===== src/rtl/core/rrts_pkg.sv =====
`default_nettype none
package rrts_pkg;

	localparam int SLICE_BITS = 8;
	localparam int TICK_BITS  = 32;
	localparam int CMD_BITS   = 3;
	localparam int STAT_BITS  = 2;

	localparam logic [SLICE_BITS-1:0] SLICE_RESET = 8'd5;

	// command codes
	localparam logic [CMD_BITS-1:0] CMD_TICK   = 3'd0;
	localparam logic [CMD_BITS-1:0] CMD_YIELD  = 3'd1;
	localparam logic [CMD_BITS-1:0] CMD_CREATE = 3'd2;
	localparam logic [CMD_BITS-1:0] CMD_BLOCK  = 3'd3;
	localparam logic [CMD_BITS-1:0] CMD_WAKE   = 3'd4;
	localparam logic [CMD_BITS-1:0] CMD_EXIT   = 3'd5;

	// result status codes
	localparam logic [STAT_BITS-1:0] STAT_OK      = 2'd0;
	localparam logic [STAT_BITS-1:0] STAT_REFUSED = 2'd1;
	localparam logic [STAT_BITS-1:0] STAT_NO_FREE = 2'd2;
	localparam logic [STAT_BITS-1:0] STAT_NULL    = 2'd3;

	// slot states
	localparam logic [1:0] SS_FREE  = 2'd0;
	localparam logic [1:0] SS_READY = 2'd1;
	localparam logic [1:0] SS_RUN   = 2'd2;
	localparam logic [1:0] SS_BLOCK = 2'd3;

	// configuration register indexes
	localparam logic REG_PREEMPT = 1'b0;
	localparam logic REG_SLICE   = 1'b1;

	typedef enum logic [3:0] {
		S_IDLE, S_DECODE, S_FIND, S_APPLY1, S_APPLY2, S_APPLY3,
		S_FREE_SCAN, S_CREATE1, S_CREATE2, S_EX_SEARCH, S_EX_FIX,
		S_EX_LINK, S_FINISH, S_OUT
	} fsm_t;

	typedef enum logic [3:0] {
		OP_NONE, OP_LOAD, OP_DECODE, OP_FIND, OP_APPLY1, OP_APPLY2,
		OP_APPLY3, OP_FREE_SCAN, OP_CREATE1, OP_CREATE2, OP_EX_SEARCH,
		OP_EX_FIX, OP_EX_LINK
	} op_t;

	typedef enum logic [1:0] {
		R_FINISH, R_FIND, R_CREATE, R_EXIT
	} route_t;

	typedef struct packed {
		op_t op;
	} dp_cmd_t;

	typedef struct packed {
		route_t route;
		logic   hit;
		logic   last;
		logic   found;
		logic   is_block;
	} dp_stat_t;

	typedef struct packed {
		logic                  we;
		logic                  sel;
		logic [SLICE_BITS-1:0] data;
	} cfg_wr_t;

endpackage
`default_nettype wire


===== src/rtl/core/rrts_ram.sv =====
`default_nettype none
module rrts_ram #(
	parameter int WIDTH = 32,
	parameter int DEPTH = 16
) (
	input  wire logic                     clk,
	input  wire logic                     we,
	input  wire logic [$clog2(DEPTH)-1:0] waddr,
	input  wire logic [WIDTH-1:0]         wdata,
	input  wire logic [$clog2(DEPTH)-1:0] raddr,
	output logic      [WIDTH-1:0]         rdata
);

	logic [WIDTH-1:0] mem_q [DEPTH];

	always_ff @(posedge clk) begin
		if (we) begin
			mem_q[waddr] <= wdata;
		end
		rdata <= mem_q[raddr];
	end

endmodule
`default_nettype wire


===== src/rtl/core/rrts_ctrl.sv =====
`default_nettype none
module rrts_ctrl (
	input  wire logic              clk,
	input  wire logic              arst_n,
	input  wire logic              start,
	input  wire rrts_pkg::dp_stat_t stat,
	output rrts_pkg::dp_cmd_t      cmd,
	output logic                   busy,
	output logic                   done
);

	rrts_pkg::fsm_t state_q, state_nxt;

	always_ff @(posedge clk or negedge arst_n) begin
		if (!arst_n) begin
			state_q <= rrts_pkg::S_IDLE;
		end else begin
			state_q <= state_nxt;
		end
	end

	always_comb begin
		state_nxt = state_q;
		cmd.op    = rrts_pkg::OP_NONE;
		case (state_q)
			rrts_pkg::S_IDLE: begin
				if (start) begin
					cmd.op    = rrts_pkg::OP_LOAD;
					state_nxt = rrts_pkg::S_DECODE;
				end
			end
			rrts_pkg::S_DECODE: begin
				cmd.op = rrts_pkg::OP_DECODE;
				case (stat.route)
					rrts_pkg::R_FIND:   state_nxt = rrts_pkg::S_FIND;
					rrts_pkg::R_CREATE: state_nxt = rrts_pkg::S_FREE_SCAN;
					rrts_pkg::R_EXIT:   state_nxt = rrts_pkg::S_EX_SEARCH;
					default:            state_nxt = rrts_pkg::S_FINISH;
				endcase
			end
			rrts_pkg::S_FIND: begin
				cmd.op = rrts_pkg::OP_FIND;
				if (stat.hit) begin
					state_nxt = rrts_pkg::S_APPLY1;
				end else if (stat.last) begin
					// a block with nobody else ready is refused untouched
					state_nxt = stat.is_block ? rrts_pkg::S_FINISH : rrts_pkg::S_APPLY1;
				end
			end
			rrts_pkg::S_APPLY1: begin
				cmd.op    = rrts_pkg::OP_APPLY1;
				state_nxt = stat.found ? rrts_pkg::S_APPLY2 : rrts_pkg::S_FINISH;
			end
			rrts_pkg::S_APPLY2: begin
				cmd.op    = rrts_pkg::OP_APPLY2;
				state_nxt = rrts_pkg::S_APPLY3;
			end
			rrts_pkg::S_APPLY3: begin
				cmd.op    = rrts_pkg::OP_APPLY3;
				state_nxt = rrts_pkg::S_FINISH;
			end
			rrts_pkg::S_FREE_SCAN: begin
				cmd.op = rrts_pkg::OP_FREE_SCAN;
				if (stat.hit) begin
					state_nxt = rrts_pkg::S_CREATE1;
				end else if (stat.last) begin
					state_nxt = rrts_pkg::S_FINISH;
				end
			end
			rrts_pkg::S_CREATE1: begin
				cmd.op    = rrts_pkg::OP_CREATE1;
				state_nxt = rrts_pkg::S_CREATE2;
			end
			rrts_pkg::S_CREATE2: begin
				cmd.op    = rrts_pkg::OP_CREATE2;
				state_nxt = rrts_pkg::S_FINISH;
			end
			rrts_pkg::S_EX_SEARCH: begin
				cmd.op = rrts_pkg::OP_EX_SEARCH;
				if (stat.hit || stat.last) begin
					state_nxt = rrts_pkg::S_EX_FIX;
				end
			end
			rrts_pkg::S_EX_FIX: begin
				cmd.op    = rrts_pkg::OP_EX_FIX;
				state_nxt = stat.found ? rrts_pkg::S_EX_LINK : rrts_pkg::S_FIND;
			end
			rrts_pkg::S_EX_LINK: begin
				cmd.op    = rrts_pkg::OP_EX_LINK;
				state_nxt = rrts_pkg::S_FIND;
			end
			rrts_pkg::S_FINISH: begin
				state_nxt = rrts_pkg::S_OUT;
			end
			rrts_pkg::S_OUT: begin
				state_nxt = rrts_pkg::S_IDLE;
			end
			default: begin
				state_nxt = rrts_pkg::S_IDLE;
			end
		endcase
	end

	assign busy = (state_q != rrts_pkg::S_IDLE);
	assign done = (state_q == rrts_pkg::S_OUT);

endmodule
`default_nettype wire


===== src/rtl/core/rrts_dp.sv =====
`default_nettype none
module rrts_dp #(
	parameter int MAX_THREADS  = 16,
	parameter int CONTEXT_BITS = 48,
	parameter int ID_BITS      = 32,
	localparam int SW          = $clog2(MAX_THREADS)
) (
	input  wire logic                            clk,
	input  wire logic                            arst_n,
	input  wire rrts_pkg::dp_cmd_t               cmd,
	output rrts_pkg::dp_stat_t                   stat,
	input  wire rrts_pkg::cfg_wr_t               cfg,
	input  wire logic [rrts_pkg::CMD_BITS-1:0]   cmd_in,
	input  wire logic [CONTEXT_BITS-1:0]         ptr_in,
	input  wire logic [SW-1:0]                   tgt_in,
	output logic      [rrts_pkg::STAT_BITS-1:0]  status,
	output logic                                 switched,
	output logic      [SW-1:0]                   current_slot,
	output logic      [ID_BITS-1:0]              current_id,
	output logic      [CONTEXT_BITS-1:0]         resume_ptr,
	output logic      [SW-1:0]                   new_slot,
	output logic      [ID_BITS-1:0]              new_id,
	output logic      [SW-1:0]                   live_count,
	output logic      [rrts_pkg::TICK_BITS-1:0]  tick_count,
	output logic                                 fault,
	output logic                                 preempt_q,
	output logic      [rrts_pkg::SLICE_BITS-1:0] slice_len_q
);

	localparam logic [SW-1:0] LAST_SLOT = SW'(MAX_THREADS - 1);

	logic [1:0]    slot_state_q [MAX_THREADS];
	logic [SW-1:0] slot_link_q  [MAX_THREADS];

	logic [rrts_pkg::CMD_BITS-1:0]   cmd_q;
	logic [CONTEXT_BITS-1:0]         ptr_q, resume_q;
	logic [SW-1:0]                   tgt_q, run_q, head_q, tail_q, live_q;
	logic [SW-1:0]                   c_q, start_q, i_q, cand_q, nx_q, ns_q;
	logic [ID_BITS-1:0]              next_id_q, nid_q;
	logic [rrts_pkg::STAT_BITS-1:0]  status_q;
	logic                            sw_q, found_q, fault_q;
	logic [rrts_pkg::TICK_BITS-1:0]  ticks_q;
	logic [rrts_pkg::SLICE_BITS-1:0] slice_q, slice_inc;

	logic                           tgt_ok, is_block;
	logic [SW-1:0]                  rd_a;
	logic [1:0]                     rd_st;
	logic [SW-1:0]                  rd_lk;
	rrts_pkg::route_t               route;
	logic [rrts_pkg::STAT_BITS-1:0] dec_stat;

	logic          st_we, lk_we, ctx_we, id_we;
	logic [SW-1:0] st_wa, lk_wa, ctx_wa;
	logic [1:0]    st_wd;
	logic [SW-1:0] lk_wd;
	logic [CONTEXT_BITS-1:0] ctx_wd, ctx_rdata;
	logic [ID_BITS-1:0]      id_rdata;

	assign tgt_ok    = ({1'b0, tgt_q} < (SW + 1)'(MAX_THREADS));
	assign is_block  = (cmd_q == rrts_pkg::CMD_BLOCK);
	assign slice_inc = slice_q + 1'b1;

	always_comb begin
		case (cmd.op)
			rrts_pkg::OP_DECODE:
				rd_a = (cmd_q == rrts_pkg::CMD_WAKE) ? (tgt_ok ? tgt_q : '0) : run_q;
			rrts_pkg::OP_FIND, rrts_pkg::OP_EX_SEARCH: rd_a = c_q;
			rrts_pkg::OP_FREE_SCAN:                    rd_a = i_q;
			default:                                   rd_a = run_q;
		endcase
	end

	assign rd_st = slot_state_q[rd_a];
	assign rd_lk = slot_link_q[rd_a];

	// decode the captured word
	always_comb begin
		route    = rrts_pkg::R_FINISH;
		dec_stat = rrts_pkg::STAT_OK;
		if (cmd_q == rrts_pkg::CMD_WAKE) begin
			if (!(tgt_ok && rd_st == rrts_pkg::SS_BLOCK)) begin
				dec_stat = rrts_pkg::STAT_REFUSED;
			end
		end else if (cmd_q > rrts_pkg::CMD_EXIT) begin
			dec_stat = rrts_pkg::STAT_REFUSED;
		end else if (ptr_q == '0) begin
			dec_stat = rrts_pkg::STAT_NULL;
		end else begin
			case (cmd_q)
				rrts_pkg::CMD_TICK: begin
					if (preempt_q && slice_inc >= slice_len_q) begin
						route = rrts_pkg::R_FIND;
					end
				end
				rrts_pkg::CMD_YIELD:  route = rrts_pkg::R_FIND;
				rrts_pkg::CMD_CREATE: route = rrts_pkg::R_CREATE;
				rrts_pkg::CMD_BLOCK: begin
					if (run_q == '0 || rd_st != rrts_pkg::SS_RUN) begin
						dec_stat = rrts_pkg::STAT_REFUSED;
					end else begin
						route = rrts_pkg::R_FIND;
					end
				end
				rrts_pkg::CMD_EXIT: begin
					if (run_q == '0) begin
						dec_stat = rrts_pkg::STAT_REFUSED;
					end else begin
						route = rrts_pkg::R_EXIT;
					end
				end
				default: dec_stat = rrts_pkg::STAT_REFUSED;
			endcase
		end
	end

	always_comb begin
		stat.route    = route;
		stat.found    = found_q;
		stat.is_block = is_block;
		stat.hit      = 1'b0;
		stat.last     = 1'b0;
		case (cmd.op)
			rrts_pkg::OP_FIND: begin
				stat.hit  = (rd_st == rrts_pkg::SS_READY);
				stat.last = !stat.hit && (rd_lk == start_q || i_q == LAST_SLOT);
			end
			rrts_pkg::OP_FREE_SCAN: begin
				stat.hit  = (rd_st == rrts_pkg::SS_FREE);
				stat.last = !stat.hit && (i_q == LAST_SLOT);
			end
			rrts_pkg::OP_EX_SEARCH: begin
				stat.hit  = (rd_lk == run_q);
				stat.last = !stat.hit && (i_q == LAST_SLOT);
			end
			default: begin
				stat.hit  = 1'b0;
				stat.last = 1'b0;
			end
		endcase
	end

	// table writes, one state and one link entry a cycle
	always_comb begin
		st_we  = 1'b0;
		st_wa  = run_q;
		st_wd  = rrts_pkg::SS_READY;
		lk_we  = 1'b0;
		lk_wa  = tail_q;
		lk_wd  = head_q;
		ctx_we = 1'b0;
		ctx_wa = run_q;
		ctx_wd = ptr_q;
		id_we  = 1'b0;
		case (cmd.op)
			rrts_pkg::OP_DECODE: begin
				if (cmd_q == rrts_pkg::CMD_WAKE && dec_stat == rrts_pkg::STAT_OK) begin
					st_we = 1'b1;
					st_wa = rd_a;
				end
			end
			rrts_pkg::OP_APPLY1: begin
				ctx_we = 1'b1;
				if (found_q) begin
					if (is_block) begin
						st_we = 1'b1;
						st_wd = rrts_pkg::SS_BLOCK;
					end else if (rd_st == rrts_pkg::SS_RUN) begin
						st_we = 1'b1;
					end
				end
			end
			rrts_pkg::OP_APPLY2: begin
				st_we = 1'b1;
				st_wa = cand_q;
				st_wd = rrts_pkg::SS_RUN;
			end
			rrts_pkg::OP_CREATE1: begin
				st_we  = 1'b1;
				st_wa  = cand_q;
				lk_we  = 1'b1;
				lk_wa  = cand_q;
				ctx_we = 1'b1;
				ctx_wa = cand_q;
				id_we  = 1'b1;
			end
			rrts_pkg::OP_CREATE2: begin
				lk_we = 1'b1;
				lk_wd = cand_q;
			end
			rrts_pkg::OP_EX_FIX: begin
				st_we = 1'b1;
				st_wd = rrts_pkg::SS_FREE;
				if (found_q) begin
					lk_we = 1'b1;
					lk_wa = c_q;
					lk_wd = nx_q;
				end
			end
			rrts_pkg::OP_EX_LINK: begin
				lk_we = 1'b1;
			end
			default: begin
				st_we = 1'b0;
			end
		endcase
	end

	always_ff @(posedge clk or negedge arst_n) begin
		if (!arst_n) begin
			for (int k = 0; k < MAX_THREADS; k++) begin
				slot_state_q[k] <= rrts_pkg::SS_FREE;
				slot_link_q[k]  <= '0;
			end
			slot_state_q[0] <= rrts_pkg::SS_RUN;
		end else begin
			if (st_we) begin
				slot_state_q[st_wa] <= st_wd;
			end
			if (lk_we) begin
				slot_link_q[lk_wa] <= lk_wd;
			end
		end
	end

	always_ff @(posedge clk or negedge arst_n) begin
		if (!arst_n) begin
			cmd_q       <= rrts_pkg::CMD_TICK;
			ptr_q       <= '0;
			tgt_q       <= '0;
			resume_q    <= '0;
			run_q       <= '0;
			head_q      <= '0;
			tail_q      <= '0;
			live_q      <= '0;
			c_q         <= '0;
			start_q     <= '0;
			i_q         <= '0;
			cand_q      <= '0;
			nx_q        <= '0;
			ns_q        <= '0;
			next_id_q   <= ID_BITS'(1);
			nid_q       <= '0;
			status_q    <= rrts_pkg::STAT_OK;
			sw_q        <= 1'b0;
			found_q     <= 1'b0;
			fault_q     <= 1'b0;
			ticks_q     <= '0;
			slice_q     <= '0;
			preempt_q   <= 1'b0;
			slice_len_q <= rrts_pkg::SLICE_RESET;
		end else begin
			case (cmd.op)
				rrts_pkg::OP_LOAD: begin
					cmd_q    <= cmd_in;
					ptr_q    <= ptr_in;
					tgt_q    <= tgt_in;
					resume_q <= ptr_in;
					status_q <= rrts_pkg::STAT_OK;
					sw_q     <= 1'b0;
					ns_q     <= '0;
					nid_q    <= '0;
					found_q  <= 1'b0;
				end
				rrts_pkg::OP_DECODE: begin
					status_q <= dec_stat;
					if (cmd_q == rrts_pkg::CMD_TICK && dec_stat == rrts_pkg::STAT_OK) begin
						ticks_q <= ticks_q + 1'b1;
						if (preempt_q) begin
							slice_q <= (route == rrts_pkg::R_FIND) ? '0 : slice_inc;
						end
					end
					c_q     <= (route == rrts_pkg::R_EXIT) ? head_q : rd_lk;
					start_q <= rd_lk;
					nx_q    <= rd_lk;
					i_q     <= (route == rrts_pkg::R_CREATE) ? SW'(1) : '0;
				end
				rrts_pkg::OP_FIND: begin
					if (stat.hit) begin
						cand_q  <= c_q;
						found_q <= 1'b1;
					end else if (stat.last) begin
						if (is_block) begin
							status_q <= rrts_pkg::STAT_REFUSED;
						end
					end else begin
						c_q <= rd_lk;
						i_q <= i_q + 1'b1;
					end
				end
				rrts_pkg::OP_APPLY1: begin
					// nothing runnable and the current thread cannot go on
					if (!found_q && rd_st != rrts_pkg::SS_RUN) begin
						fault_q <= 1'b1;
					end
				end
				rrts_pkg::OP_APPLY2: begin
					run_q <= cand_q;
					sw_q  <= (cand_q != run_q);
				end
				rrts_pkg::OP_APPLY3: begin
					resume_q <= ctx_rdata;
				end
				rrts_pkg::OP_FREE_SCAN: begin
					if (stat.hit) begin
						cand_q <= i_q;
					end else if (stat.last) begin
						status_q <= rrts_pkg::STAT_NO_FREE;
					end else begin
						i_q <= i_q + 1'b1;
					end
				end
				rrts_pkg::OP_CREATE1: begin
					nid_q     <= next_id_q;
					next_id_q <= next_id_q + 1'b1;
				end
				rrts_pkg::OP_CREATE2: begin
					tail_q <= cand_q;
					live_q <= live_q + 1'b1;
					ns_q   <= cand_q;
				end
				rrts_pkg::OP_EX_SEARCH: begin
					if (stat.hit) begin
						found_q <= 1'b1;
					end else if (!stat.last) begin
						c_q <= rd_lk;
						i_q <= i_q + 1'b1;
					end
				end
				rrts_pkg::OP_EX_FIX: begin
					live_q  <= live_q - 1'b1;
					found_q <= 1'b0;
					if (found_q) begin
						if (head_q == run_q) begin
							head_q <= nx_q;
						end
						if (tail_q == run_q) begin
							tail_q <= c_q;
						end
					end
					c_q     <= head_q;
					start_q <= head_q;
					i_q     <= '0;
				end
				rrts_pkg::OP_EX_LINK: begin
					c_q     <= head_q;
					start_q <= head_q;
					i_q     <= '0;
				end
				default: begin
					found_q <= found_q;
				end
			endcase
			if (cfg.we) begin
				if (cfg.sel == rrts_pkg::REG_PREEMPT) begin
					preempt_q <= cfg.data[0];
					slice_q   <= '0;
				end else begin
					slice_len_q <= cfg.data;
				end
			end
		end
	end

	rrts_ram #(
		.WIDTH(CONTEXT_BITS),
		.DEPTH(MAX_THREADS)
	) u_ctx_ram (
		.clk   (clk),
		.we    (ctx_we),
		.waddr (ctx_wa),
		.wdata (ctx_wd),
		.raddr (cand_q),
		.rdata (ctx_rdata)
	);

	rrts_ram #(
		.WIDTH(ID_BITS),
		.DEPTH(MAX_THREADS)
	) u_id_ram (
		.clk   (clk),
		.we    (id_we),
		.waddr (cand_q),
		.wdata (next_id_q),
		.raddr (run_q),
		.rdata (id_rdata)
	);

	assign status       = status_q;
	assign switched     = sw_q;
	assign current_slot = run_q;
	// the boot slot is never written and keeps id zero
	assign current_id   = (run_q == '0) ? '0 : id_rdata;
	assign resume_ptr   = resume_q;
	assign new_slot     = ns_q;
	assign new_id       = nid_q;
	assign live_count   = live_q;
	assign tick_count   = ticks_q;
	assign fault        = fault_q;

endmodule
`default_nettype wire


===== src/rtl/core/round_robin_thread_scheduler_core.sv =====
// Channel   Ports                                              Handshake
// command   cmd, context_ptr, target_slot                      start && !busy
// result    status, switched, current_slot, current_id,        done, one cycle
//           resume_ptr, new_slot, new_id, live_count,
//           tick_count, fault
// config    psel, penable, pwrite, paddr, pwdata, prdata        APB, pready tied high
//
// The shortest commands (refused, null, wake, plain tick) go from decode straight
// to finish; the longest is exit: a walk to the predecessor, then a walk for the
// next ready slot. Each walk reads one slot of the thread table a cycle.
// Reset leaves slot 0 running; no clearing pass is needed.
// done pulses once per command; results are not held back by the receiver.
`default_nettype none
module round_robin_thread_scheduler_core #(
	parameter int MAX_THREADS  = 16,
	parameter int CONTEXT_BITS = 48,
	parameter int ID_BITS      = 32
) (
	input  wire logic                                    clk,
	input  wire logic                                    arst_n,
	input  wire logic                                    start,
	output logic                                         busy,
	input  wire logic [rrts_pkg::CMD_BITS-1:0]           cmd,
	input  wire logic [CONTEXT_BITS-1:0]                 context_ptr,
	input  wire logic [$clog2(MAX_THREADS)-1:0]          target_slot,
	output logic                                         done,
	output logic      [rrts_pkg::STAT_BITS-1:0]          status,
	output logic                                         switched,
	output logic      [$clog2(MAX_THREADS)-1:0]          current_slot,
	output logic      [ID_BITS-1:0]                      current_id,
	output logic      [CONTEXT_BITS-1:0]                 resume_ptr,
	output logic      [$clog2(MAX_THREADS)-1:0]          new_slot,
	output logic      [ID_BITS-1:0]                      new_id,
	output logic      [$clog2(MAX_THREADS)-1:0]          live_count,
	output logic      [rrts_pkg::TICK_BITS-1:0]          tick_count,
	output logic                                         fault,
	input  wire logic                                    psel,
	input  wire logic                                    penable,
	input  wire logic                                    pwrite,
	input  wire logic [2:0]                              paddr,
	input  wire logic [31:0]                             pwdata,
	output logic      [31:0]                             prdata,
	output logic                                         pready
);

	rrts_pkg::dp_cmd_t  dp_cmd;
	rrts_pkg::dp_stat_t dp_stat;
	rrts_pkg::cfg_wr_t  cfg;
	logic                            preempt;
	logic [rrts_pkg::SLICE_BITS-1:0] slice_len;

	assign pready   = 1'b1;
	assign cfg.we   = psel && penable && pwrite;
	assign cfg.sel  = paddr[2];
	assign cfg.data = pwdata[rrts_pkg::SLICE_BITS-1:0];

	assign prdata = (paddr[2] == rrts_pkg::REG_SLICE) ?
		{{(32 - rrts_pkg::SLICE_BITS){1'b0}}, slice_len} : {31'b0, preempt};

	rrts_ctrl u_ctrl (
		.clk    (clk),
		.arst_n (arst_n),
		.start  (start),
		.stat   (dp_stat),
		.cmd    (dp_cmd),
		.busy   (busy),
		.done   (done)
	);

	rrts_dp #(
		.MAX_THREADS  (MAX_THREADS),
		.CONTEXT_BITS (CONTEXT_BITS),
		.ID_BITS      (ID_BITS)
	) u_dp (
		.clk          (clk),
		.arst_n       (arst_n),
		.cmd          (dp_cmd),
		.stat         (dp_stat),
		.cfg          (cfg),
		.cmd_in       (cmd),
		.ptr_in       (context_ptr),
		.tgt_in       (target_slot),
		.status       (status),
		.switched     (switched),
		.current_slot (current_slot),
		.current_id   (current_id),
		.resume_ptr   (resume_ptr),
		.new_slot     (new_slot),
		.new_id       (new_id),
		.live_count   (live_count),
		.tick_count   (tick_count),
		.fault        (fault),
		.preempt_q    (preempt),
		.slice_len_q  (slice_len)
	);

	a_accept_busy: assert property (@(posedge clk) disable iff (!arst_n)
		start && !busy |=> busy)
		else $error("accepted word did not raise busy");

	a_done_release: assert property (@(posedge clk) disable iff (!arst_n)
		done |=> !busy && !done)
		else $error("result strobe not followed by idle");

	a_switch_ok: assert property (@(posedge clk) disable iff (!arst_n)
		done && switched |-> status == rrts_pkg::STAT_OK)
		else $error("switch reported on a failed command");

	a_new_slot: assert property (@(posedge clk) disable iff (!arst_n)
		done && status != rrts_pkg::STAT_OK |-> new_slot == '0 && new_id == '0)
		else $error("new slot reported on a failed command");

endmodule
`default_nettype wire

===== config.mk =====
export PLATFORM = sky130hd
export DESIGN_NAME = round_robin_thread_scheduler_core
export DESIGN_NICKNAME = d
export VERILOG_FILES = /design/src/rtl/core/rrts_pkg.sv /design/src/rtl/core/rrts_ram.sv /design/src/rtl/core/rrts_ctrl.sv /design/src/rtl/core/rrts_dp.sv /design/src/rtl/core/round_robin_thread_scheduler_core.sv
export SDC_FILE = /design/constraint.sdc
export NUM_CORES = 2
export LEC_CHECK = 0
export ABC_AREA = 1
export BUFFER_PORTS_ARGS = -buffer_cell sky130_fd_sc_hd__buf_2
export CAP_MARGIN = 15
export CELL_PAD_IN_SITES_DETAIL_PLACEMENT = 1
export CELL_PAD_IN_SITES_GLOBAL_PLACEMENT = 1
export CORE_ASPECT_RATIO = 1.5
export CORE_MARGIN = 8
export CORE_UTILIZATION = 44
export DETAILED_ROUTE_END_ITERATION = 16
export GPL_TIMING_DRIVEN = 0
export HOLD_SLACK_MARGIN = 0.12
export PLACE_DENSITY = 0.75
export SLEW_MARGIN = 10
export SYNTH_ARGS = -nofsm -noshare
export SYNTH_HDL_FRONTEND = slang
export SYNTH_HIERARCHICAL = 1
export SYNTH_SLANG_ARGS = --single-unit
export TNS_END_PERCENT = 10

===== constraint.sdc =====
create_clock -name clk -period 4.6 [get_ports clk]
set_clock_uncertainty 0.05 [all_clocks]
set_input_delay 0.69 -clock clk [delete_from_list [all_inputs] [get_ports clk]]
set_output_delay 0.69 -clock clk [all_outputs]
set_load 0.01 [all_outputs]

* Word-level counts from Yosys, hierarchy flattened
Memories as Yosys holds them, arrays and structs flattened. A register that Yosys moved wholly into a read port is not among the register bits. Index checks and enable logic that the tools add are counted.
Storage, ports and cells: flip-flop bits (word level) 361, bits in writable memories 1280, input bits 96, logic and storage cells 296, memories kept 2
Cells by class: $add $sub $neg 6, order comparisons 7, equality and inequality tests 61, mux-type cells 101, bitwise logic cells 4, reduce and logical (&&, ||, !) cells 58
Memory list:
- u_dp.u_ctx_ram.mem_q | words 16, width 48, rd ports 1, clocked after Yosys merged registers in 1, wr ports 1, RTL line rrts_ram.sv:14 | logic [WIDTH-1:0] mem_q [DEPTH];
- u_dp.u_id_ram.mem_q | words 16, width 32, rd ports 1, clocked after Yosys merged registers in 1, wr ports 1, RTL line rrts_ram.sv:14
Operators by type and width (count):
- $mux 4 | 26
- $pmux 4 s12 | 2
- $pmux 48 s2 | 1
- $add 32x1->32 const B | 2
- $bwmux 64 | 1
- $pmux 32 s2 | 1
- $pmux 4 s2 | 8
- $mux 8 | 7
- $eq 4x4->1 const B | 12
- $logic_not 48->1 | 1
- $pmux 4 s3 | 4
- $mux 2 | 17
- $bwmux 32 | 1
- $eq 4x3->1 const B | 8
- $mux 32 | 1
- $mux 1 | 19
- $ne 2x1->1 const B | 9
- $pmux 2 s3 | 3
- $bmux 4 s4 | 1
- $demux 4 s4 | 1
- $eq 4x2->1 const B | 4
- $eq 4x4->1 | 4
- $ne 2x2->1 const B | 8
- $reduce_bool 2->1 | 8
- 37 further kinds | 88

* Depth between registers and ports, before layout
depth in word-level cells 26, gate-level depth with buffers 31

* Hierarchy
The synthesis kept the hierarchy.
Modules (own cells, without submodules):
- rrts_ram at u_dp.u_ctx_ram | times used 1, cells an instance 3165, area an instance 33933.8 µm², sequential area each 24023.0 µm²
- rrts_ram at u_dp.u_id_ram | times used 1, cells an instance 2120, area an instance 22730.6 µm², sequential area each 16015.4 µm²
- rrts_dp | times used 1, cells an instance 2340, area an instance 18408.9 µm², sequential area each 8938.6 µm²
- rrts_ctrl | times used 1, cells an instance 96, area an instance 519.2 µm², sequential area each 100.1 µm²
- round_robin_thread_scheduler_core | times used 1, cells an instance 49, area an instance 285.3 µm², sequential area each 0.0 µm²

* Worst setup path before layout
No wires, ideal clock.
path type input-to-reg, from input port start, to memory u_dp/u_ctx_ram/mem_q[12][0] (netlist name), enable pin, library setup time 0.454 ns, arrival 4.612 ns, path slack -0.515 ns, stages on the path 10, path through inv_1 > a311oi_1 > nor2_1 > nand2_2 > inv_2 > clkbuf_1 > buf_1 > o21bai_1 > nand3_1 > nor2_1
RTL lines:
- from (decl) | RTL line round_robin_thread_scheduler_core.sv:21 | input wire logic start,
- to (decl) | RTL line rrts_ram.sv:14

==> out/qor.txt <==
Status = finished clean
Placed instance count = 10350
WL final = 273300 µm
Die footprint = 186300 µm²
Final-layout fill cell count = 19182
Fin nets = 8471
Row count = 186
Max Fclk = 0.2225 GHz
Main area contributors after synthesis = edfxtp_1 51%, nand2_1 12%, dfrtp_1 12%, nand3_1 8.1%, inv_1 6.1%
Final Cell Area = 88370 µm²
Pwr dens = 691.6 nW/µm²
Core area = 171300 µm²
Hpwl dp = 190900 µm
Highest routed layer = met5
Hold-critical path depth = 3
Sequential element share of the synthesized area = 0.6468
Async set-reset flop share out of synthesis = 0.2098
Gpl congestion = 0.8993
Post-route clock period utilization = 0.9769
Tightest Hold Check Type = in2reg
Gr ovfl total = 0
R2R Setup Slk = 110 ps
Fraction of layout cells with a size suffix above 1 = 0.1238
Vias in the first global route = 63631
Min Tclk post-route = 4494 ps
Die H = 524.6 µm
Dpl ws = -1399 ps
Ports = 291
Antenna violations before repair = 18
Wirelength per Cell = 25.40 µm
Fin cells = 10761
Required @ worst endpoint = 5070 ps
Post-synthesis instance area = 75880 µm²
EDFF count, synth = 1280
CP max FO = 18
Area of the multi-input gates = 20310 µm²
IO Port Bufs = 239
Starting density of the core = 0.4430
Worst Setup End Kind = register
RSZ-0062 raised after global routing = yes
Area leader, netlist = edfxtp_1
DRT iter0 DRCs = 4751
Mapped Cells = 7770
Fin. max-slew vios = 0
Largest net degree at the start of global routing = 102
Buf/Inv on CP = 7
HP Start = cmd[0]
Switching power = 26.44 mW
Post-DP Area = 81520 µm²
CP max stage delay = 760 ps
Vias after detailed routing = 59296
Routed Antenna Nets = 0
CP most frequent cell = buf_4
Max_slew headroom = 0.1626
Worst-path clk slew = 60 ps
# DRC = 0
Synthesis-stage register bit count = 1721
Fin. Hold Viols = 0
Syn avg cell area = 9.765 µm²
Seq pwr share = 0.362
Leakage = 39.55 nW
Total Routing Usage GR = 0.2852
Slowest-stage cell, CP = nor2_4
Worst Slack Setup Final = 106.2 ps
Power share of the combinational group = 0.406
FF-to-FF End = u_dp/u_ctx_ram/mem_q[7][6]$_DFFE_PP_
Met2 WL post-DR = 141000 µm
VDD IR max = 0.6328 mV
TritonCTS Buffers = 167
Hold worst-path end = u_dp/cmd_q[0]$_DFFE_PN0P_
Setup crit start kind = register
Worst-path cell chain = nand2_4 > clkinvlp_4 > buf_4 > o21ai_4 > buf_4 > nor2_4 > nand2_4 > inv_2 > clkbuf_2 > buf_4 > o21bai_1 > nand3b_1 > nor2_4 > buf_12
Worst EP arrival = 4970 ps
Final core occ = 0.5160
Sw frac = 0.4326
Kind of critical path = reg2reg
Top cell type's share of synthesized area = 0.5066
Met3 Wirelength = 17440 µm
FF/Latch Area = 49080 µm²
Number of clock sinks seen by CTS = 1721
Yosys cell types = 64
Worst-margin pin slew = 1256 ps
Int Pwr = 34.68 mW
CTS root buf = clkbuf_16
Top-count cell post-synth = nand2_1
Worst path top cell family by delay = simple AND/OR/NAND/NOR gates
Pre-Repair DR Iteration Count = 6
Synth Flop Type = edfxtp_1
Reg-to-reg critical path startpoint = u_ctrl/state_q[1]$_DFFE_PN0P_
Final setup viols = 0
Wl on met1 = 96320 µm
CTS tree = done
Drt via density = 5.510
Ys Warns = 6
Max Cap Viol = 0
R2r worst-path depth = 14
Clock Power Share = 0.233
P&R area growth vs syn = 16.47%
Most frequent cells after synthesis = 2445 x nand2_1, 1280 x edfxtp_1, 1240 x inv_1
Die W = 355.1 µm
First-pass GRT wire length = 398800 µm
# H-tree levels = 4
Hold_ws = 193.5 ps
CTS max path bufs = 3
Clock Latency Late Sink = 850 ps
sequential cells by signal, indices dropped and copies added (netlist names), 8 cells and up:
register and cells:
u_dp/next_id_q 32, u_dp/ctx_wd 48, u_dp/u_ctx_ram/mem_q 768, u_dp/slice_len_q 8
u_dp/u_id_ram/mem_q 512, u_dp/u_ctx_ram/rdata 48, u_dp/new_id 32, u_dp/slice_q 8
u_dp/tick_count 32, u_dp/slot_state_q 32, u_dp/slot_link_q 64, u_dp/u_id_ram/rdata 32
u_dp/resume_ptr 48
worst max path at each step:
stage | startpoint | end | slack (ps) | cells after the start
finish | u_ctrl/state_q[1]$_DFFE_PN0P_ | u_dp/u_ctx_ram/mem_q[7][6]$_DFFE_PP_ | 110 | 14
global route | u_ctrl/state_q[1]$_DFFE_PN0P_ | u_ctrl/state_q[2]$_DFFE_PN0P_ | -100 | 29
CTS | u_ctrl/state_q[0]$_DFFE_PN0P_ | u_ctrl/state_q[2]$_DFFE_PN0P_ | -290 | 29
detailed placement | u_ctrl/state_q[3]$_DFFE_PN0P_ | u_dp/u_ctx_ram/mem_q[6][4]$_DFFE_PP_ | -1400 | 14
global placement | arst_n | u_dp/ctx_wd[8]$_DFFE_PN0P_ | -5170 | 1
floorplan | start | u_dp/u_ctx_ram/mem_q[12][0]$_DFFE_PP_ | -520 | 10
placed cells by master, fill, tap and decap left out, types with 25 or more instances in the layout:
master	synthesis	final
conb_1	2	25
nor3_1	30	29
clkbuf_16	0	172
dlygate4sd3_1	0	50
buf_2	126	361
xor2_1	61	61
nand3_1	1229	1223
dfxtp_1	80	80
nand2_1	2445	2436
dfrtp_1	357	352
a21oi_1	34	34
o21ai_0	156	154
buf_4	67	104
clkinv_2	1	27
buf_6	59	67
nor2_1	221	181
nand4_1	28	28
clkbuf_1	78	105
buf_1	29	27
inv_1	1240	1238
edfxtp_1	1280	1280
nor2_4	7	44
buf_12	1	49
repair_timing:
action / 4_1_cts / 5_1_grt
endpoints found under the setup margin: 1460 / 451
setup buffers: 12 / 31
pin swaps: 7 / 19
resized for setup: 24 / 53
hold endpoints to repair: 172 / 0
hold buffers: 50 / 0
cell type report:
type,instances,share of cell area
sequential,1721,0.5554
multi-input combinational,4437,0.2299
inverter,1273,0.05424
clock buffer,220,0.05267
timing repair buffer,395,0.03806
tap,2256,0.03194
buffer,362,0.02604
clock inverter,92,0.01165
antenna,5,0.0001416
cells by family (layout without fill, tap and decap cells):
kind of cell	Yosys count	in the layout	synth area share
compound gates	251	251	0.01814
fa+ha+maj	18	18	0.003067
mux	1	1	0.0001484
buf+inv	1635	2342	0.09277
other cells	2	30	0.00009897
flops	1721	1721	0.6468
xor+xnor	80	80	0.009234
simple gates	4062	4062	0.2298
tightest hold or removal path, delay by kind of cell:
family	cells	cell delay [ps]
AND/OR/NAND/NOR	1	90
AO/OA/AOI/OAI	1	70
buffers and inverters	1	160
routing by layer:
metal	track usage	up-vias
met2	0.5164	2555
met3	0.04691	1000
met1	0.3103	29618
met4	0.1717	8
li1	-	26115
met5	0	-
metrics by stage:
stage / power [mW] / TNS [ps]
floorplan: 35.12 / -373480
global placement: 44.80 / -6926290
detailed placement: 45.93 / -1127480
CTS: 60.47 / -808.0
global route: 63.68 / -168.2
finish: 61.12 / 0
power groups by stage:
stage / Sequential [mW] / Clock, mW / Combinational [mW]
3_3_place_gp: 22.3 / 0 / 22.5
4_1_cts: 22.1 / 14.4 / 23.9
6_report: 22.1 / 14.2 / 24.8
3_5_place_dp: 22.4 / 0 / 23.6
5_1_grt: 22.4 / 14.9 / 26.4
2_1_floorplan: 21.5 / 0 / 13.6
Note: power is estimated with default switching activity, not from simulation.
